$ cat config.mk
export PLATFORM = sky130hd
export DESIGN_NAME = fos_cell
export DESIGN_NICKNAME = d
export VERILOG_FILES = /design/src/fos_pkg.sv /design/src/fos_cell.sv
export SDC_FILE = /design/constraint.sdc
export NUM_CORES = 1
export LEC_CHECK = 0
export BUFFER_PORTS_ARGS = -buffer_cell sky130_fd_sc_hd__buf_2
export CAP_MARGIN = 10
export CORE_MARGIN = 1.5
export CORE_UTILIZATION = 35
export DETAILED_ROUTE_END_ITERATION = 8
export PLACE_DENSITY = 0.85
export SETUP_SLACK_MARGIN = 0.3
export SLEW_MARGIN = 25
export SYNTH_ARGS = -nofsm -noshare
export SYNTH_HDL_FRONTEND = slang
export SYNTH_SLANG_ARGS = --single-unit
$ cat constraint.sdc
create_clock -name clk -period 2.4 [get_ports clk]
set_input_delay 0 -clock clk [delete_from_list [all_inputs] [get_ports clk]]
set_output_delay 0 -clock clk [all_outputs]
set_load 0.01 [all_outputs]
$ cat src/fos_pkg.sv
// Shared types and constants for the framed operand stack.
// Used by fos_cell and framed_operand_stack_unit; no dependencies.
package fos_pkg;

  localparam int OPCODE_W    = 3;
  localparam int IN_VALUE_W  = 32;
  localparam int PEEK_W      = 8;
  localparam int OUT_VALUE_W = 32;
  localparam int STATUS_W    = 3;
  localparam int COUNT_W     = 9;

  localparam int STORE_DEPTH_DEF = 256;
  localparam int MAX_FRAMES_DEF  = 16;
  localparam int VALUE_WIDTH_DEF = 32;

  typedef enum logic [OPCODE_W-1:0] {
    OP_PUSH     = 3'd0,
    OP_POP      = 3'd1,
    OP_PEEK     = 3'd2,
    OP_SWAP     = 3'd3,
    OP_ROT3     = 3'd4,
    OP_NEWLEVEL = 3'd5,
    OP_POPLEVEL = 3'd6
  } opcode_t;

  typedef enum logic [STATUS_W-1:0] {
    ST_OK             = 3'd0,
    ST_UNDERFLOW      = 3'd1,
    ST_STORE_OVERFLOW = 3'd2,
    ST_PEEK_OOB       = 3'd3,
    ST_FRAME_OVERFLOW = 3'd4
  } status_t;

  // Command broadcast along a chain of cells.
  typedef enum logic [2:0] {
    CELL_HOLD = 3'd0,
    CELL_PUSH = 3'd1,
    CELL_POP  = 3'd2,
    CELL_SWAP = 3'd3,
    CELL_ROT  = 3'd4
  } cell_op_t;

  typedef struct packed {
    cell_op_t          op;
    logic [PEEK_W-1:0] depth;
  } cell_cmd_t;

endpackage

$ cat src/fos_cell.sv
// One stack cell: holds one entry, shifts with its neighbors, taps out on a depth match.
// Depends on fos_pkg.
module fos_cell #(
  parameter int W   = 32,
  parameter int POS = 0
) (
  input  logic              clk,
  input  fos_pkg::cell_cmd_t cmd_i,
  input  logic [W-1:0]      up_i,
  input  logic [W-1:0]      down_i,
  input  logic [W-1:0]      up2_i,
  input  logic [W-1:0]      down2_i,
  output logic [W-1:0]      val_o,
  output logic [W-1:0]      rd_o
);
  import fos_pkg::*;

  localparam bit REACHABLE = POS < (2 ** PEEK_W);

  logic [W-1:0] val_r;
  logic [W-1:0] val_nxt;
  logic         match;

  always_comb begin
    val_nxt = val_r;
    unique case (cmd_i.op)
      CELL_HOLD: val_nxt = val_r;
      CELL_PUSH: val_nxt = up_i;
      CELL_POP:  val_nxt = down_i;
      CELL_SWAP: begin
        if (POS == 0) val_nxt = down_i;
        else if (POS == 1) val_nxt = up_i;
      end
      CELL_ROT: begin
        // top three reversed: only the outer two move
        if (POS == 0) val_nxt = down2_i;
        else if (POS == 2) val_nxt = up2_i;
      end
      default: val_nxt = val_r;
    endcase
  end

  always_ff @(posedge clk) begin
    val_r <= val_nxt;
  end

  assign match = REACHABLE && (cmd_i.depth == PEEK_W'(POS));
  assign val_o = val_r;
  assign rd_o  = match ? val_r : '0;

endmodule

======== Word-level counts from Yosys, hierarchy flattened ========
Cells that the tools add are included.
storage, ports and cells
  flip-flop bits (word level) ............. 32
  latch bits .............................. 0
  bits in writable memories ............... 0
  memory bits (read-only) ................. 0
  bits of input ports ..................... 140
  output and inout port bits .............. 64
  word-level logic and storage cells ...... 10
  memories ................................ 0
cells by class
  add/subtract/negate cells ............... 0
  multiply operators ...................... 0
  divide/modulo/power cells ............... 0
  $lt $le $gt $ge ......................... 0
  eq/ne operators ......................... 4
  shift-type cells ........................ 0
  multiplexer cells ....................... 2
  bitwise gates (word level) .............. 0
  reductions and logical operators ........ 3
operators with widths
  operator              count
  $pmux W32 S3          1
  $mux W32              1
  $logic_not A8 Y1      1
  $eq A3 B2 Y1 const B  2
  $eq A3 B1 Y1 const B  1
  $eq A3 B3 Y1 const B  1
  $reduce_bool A3 Y1    1
  $reduce_or A2 Y1      1

======== Logic depth before layout (Yosys ltp) ========
  depth after elaboration ................. 3
  mapped depth ............................ 4
  depth with buffers taken out ............ 2

======== Least setup slack after synthesis ========
Ideal clock, no wire load.
  path kind ............................... input to register
  from .................................... in cmd_i[9] in the netlist's numbering
  to ...................................... reg val_r[0], in the netlist val_o[0], enable pin
  arrival time ............................ 2140 ps
  data required time ...................... 1964 ps
  setup slack ............................. -176 ps
  cell stages on the path ................. 4
  path buffers ............................ 2
  cells stage by stage .................... buf_2 clkbuf_1 nor2_1 xnor2_1
between the ends
  longest elaborated chain between the ends .. 3
RTL lines
  what                                     RTL line        text
  from (decl)                              fos_cell.sv:8   input fos_pkg::cell_cmd_t cmd_i,
  $eq A3 B2 Y1                             fos_cell.sv:26  unique case (cmd_i.op)
  $reduce_or A2 Y1 (no source line)        --
  $reduce_bool A3 Y1 (no source line) (*)  --
  to (signal assigned)                     fos_cell.sv:44  val_r <= val_nxt;
  to (decl)                                fos_cell.sv:20  logic [W-1:0] val_r;
Every way passes the cells marked *; elsewhere a longest branch is shown, timed or not.
A chain may end at the register's enable or synchronous reset.

======== Final worst setup path ========
  from .................................... in cmd_i[5] in the netlist's numbering
  to ...................................... out rd_o[15]
between the ends
  longest elaborated chain between the ends .. 2
RTL lines
  what              RTL line        text
  $logic_not A8 Y1  fos_cell.sv:47  assign match = REACHABLE && (cmd_i.depth == PEEK_W'(POS));
  $mux W32          fos_cell.sv:49  assign rd_o = match ? val_r : '0;
  to (decl)         fos_cell.sv:14  output logic [W-1:0] rd_o
Every way passes these cells.

==> results.md <==
- Final WL: 7.54 mm
- Post-route antenna net violation count: 0
- Setup violations, final: 0
- Overall via count from detail_route: 2494
- Library cell contributing the largest single delay on the critical path: sky130_fd_sc_hd__or4_2
- Post-DP HPWL: 5.26 mm
- Layer with the highest usage after global routing: met2
- Final count of pins violating max slew: 0
- Hold_buf cts: 0
- RSZ-0062 raised after global routing: no
- Antenna violations before repair: 0
- Static leakage: around 1.7 nW
- Buffers on Ports: 171
- Number of flip-flops in the largest register: 32
- Resized Gates After CTS: 0
- Count of antenna diodes in the layout: 0
- Row Count: 29
- Initial cell density of the core: 36.7%
- Hold WC Path Type: in -> reg
- Final worst slack: ~0.80 ns
- Gp weighted congestion: roughly 0.73
- Number of library cell types mapped by synthesis: 17
- Wire length per cell: 16.3 um
- Shortest clock period the worst path allows after layout: 1.60 ns
- Maximum level of the CTS H-tree: 2
- Worst ir drop on vdd: 0.255 mV
- Cell mode on critical path: sky130_fd_sc_hd__buf_2
- Critical path capture point type: output port
- Required arrival time at the worst endpoint: 2.40 ns
- Largest fanout on the critical path: 32
- Crit share post-route: between 60% and 70%
- Initial DRC count: 78
- Met1 capacity usage during global routing: around a quarter
- Max clock buf depth: 2
- Die height: 85.3 um
- Overflow left after global routing: 0
- # DRC: 12
- Mapped Area: between 2000 and 2500 sq um
- Via density per instance: 5.40
- Warnings, synthesis: 0
- Post-Syn Area per Cell: just over 10 sq um
- Run status: finished, violations left
- Slowest cell delay on critical path: 1.02 ns
- Die width: 85.3 um
- Cells after synthesis: 230
- Count of boundary I/O pins: ~200
- Largest net degree at the start of global routing: 46
- Detailed-routing iteration count for the pre-antenna-repair pass: 6
- Pin slew with the least headroom to its limit: 0.635 ns
- Launching element type of the critical path: input pin
- TritonCTS clock tree: done
- Tot Pwr: 1.60 mW
- Final net count: 524
- Max Cap Viol: 0
- Cts bufs inserted: 5
- Seq/Total Area, Yosys: just over 40%
- Tightest slew margin relative to the limit: 57.7%
- Path type of the worst setup path: in -> out
- FF+latch count, synth: 32
- Layout Area Growth over Synthesis: 40.5%
- Vias in the first global route: roughly 2400
- Worst path top cell family by delay: simple AND/OR/NAND/NOR gates
- Post-Route Setup TNS: 0 ns
- Utilization of the core after routing: 51.6%
- Layout cell share with drive strength beyond 1: 50.4%
- Buffering stage count on the worst path with inverters included: 2
- Total Die Area: 7280 sq um
- List of cells traversed by the critical path: buf_2, or4_2, nor3_1, buf_2
- Area inside the core boundary: 6460 sq um
- Synthesized net count: 370
- First-pass GRT wire length: approximately 12 mm
- Power per Cell Area: 481 nW/um^2
- Failing checks: DRC
- Pre-CTS setup slack: 0.703 ns
- Final count of hold timing violations: 0
- Aggregate global-route resource usage: between 20% and 30%
- Timing-limited maximum frequency: 626 MHz
- CTS clk-pin slew, worst paths: roughly 0.07 ns
- Clk root buf: sky130_fd_sc_hd__clkbuf_8
- Met3 Use GR: 2.63%
- Number of setup buffers added after CTS: 0
- Data arrival time of the critical path: 1.60 ns
- Number of clock sinks: 32
- Met2 routing resource usage after global routing: 38.0%
Yosys cell counts:
| library cell | n | area (sq um) |
|---|---|---|
| sky130_fd_sc_hd__nand2b_1 | 1 | 6.26 |
| sky130_fd_sc_hd__a311o_1 | 30 | 300 |
| sky130_fd_sc_hd__and3b_1 | 32 | 280 |
| sky130_fd_sc_hd__or3b_1 | 1 | 8.76 |
| sky130_fd_sc_hd__clkbuf_1 | 23 | 86.3 |
| sky130_fd_sc_hd__or4_1 | 2 | 15.0 |
| sky130_fd_sc_hd__and4bb_2 | 3 | 37.5 |
| sky130_fd_sc_hd__xnor2_1 | 1 | 8.76 |
| sky130_fd_sc_hd__edfxtp_1 | 32 | 961 |
| sky130_fd_sc_hd__clkbuf_2 | 1 | 5.00 |
| sky130_fd_sc_hd__buf_2 | 4 | 20.0 |
| sky130_fd_sc_hd__a311o_2 | 2 | 22.5 |
| sky130_fd_sc_hd__nor2_1 | 1 | 3.75 |
| sky130_fd_sc_hd__nor4bb_1 | 29 | 290 |
| sky130_fd_sc_hd__inv_1 | 32 | 120 |
| sky130_fd_sc_hd__buf_6 | 4 | 45.0 |
| sky130_fd_sc_hd__nor3_1 | 32 | 160 |
where the power goes:
group | internal, mW | total, mW | switching [mW]
Sequential | 0.723 | 0.765 | 0.0418
Combinational | 0.217 | 0.446 | 0.228
Clock | 0.197 | 0.390 | 0.194
per-stage QoR:
stage | std cells | hold WS [ns] | area (sq um)
2_1_floorplan | 230 | 0.230 | 2380
6_report | 462 | 0.0356 | 3330
3_3_place_gp | 454 | 0.316 | 3250
4_1_cts | 462 | 0.0231 | 3330
5_1_grt | 462 | 0.0328 | 3330
3_5_place_dp | 454 | 0.319 | 3250
cells in the final DEF, fill, tap and decap left out, drive strengths merged:
cell type	synthesis	layout
and4bb	3	3
nand2b	1	1
a311o	32	32
clkinv	0	3
and3b	32	32
or4	2	2
buf	8	179
nor3	32	32
clkbuf	24	5
inv	32	32
nor4bb	29	29
xnor2	1	1
edfxtp	32	32
or3b	1	1
nor2	1	1
layer usage:
metal / share of wire (%) / routed length, um / vias to the layer above
met1: 41 / 3100 / 1170
met3: 5.3 / 403 / 4
met2: 53 / 3970 / 119
met4: 0.86 / 65 / 0
met5: 0 / 0 / -
li1: - / - / 1201
logic make-up after synthesis:
family / after synthesis / synth area share [%]
buffers and inverters: 64 / 11.7
XOR/XNOR: 1 / 0.369
AO/OA/AOI/OAI: 32 / 13.6
AND/OR/NAND/NOR: 101 / 33.8
flip-flops: 32 / 40.5
final cells by class:
cell class	instances	area (sq um)
flip-flops and latches	32	961
clock inverters	3	13.8
multi-input cells	134	1150
inverters	32	120
repair buffers	179	916
well taps	77	96.3
fillers	597	3130
clock buffers	5	68.8
worst paths after layout:
| path | cells after the start | slack [ns] | to | from |
|---|---|---|---|---|
| hold / removal | 2 | 0.04 | val_o[1] | up_i[1] |
| setup / recovery | 4 | 0.80 | rd_o[15] | cmd_i[5] |
Power figures use the tool's default switching activity.
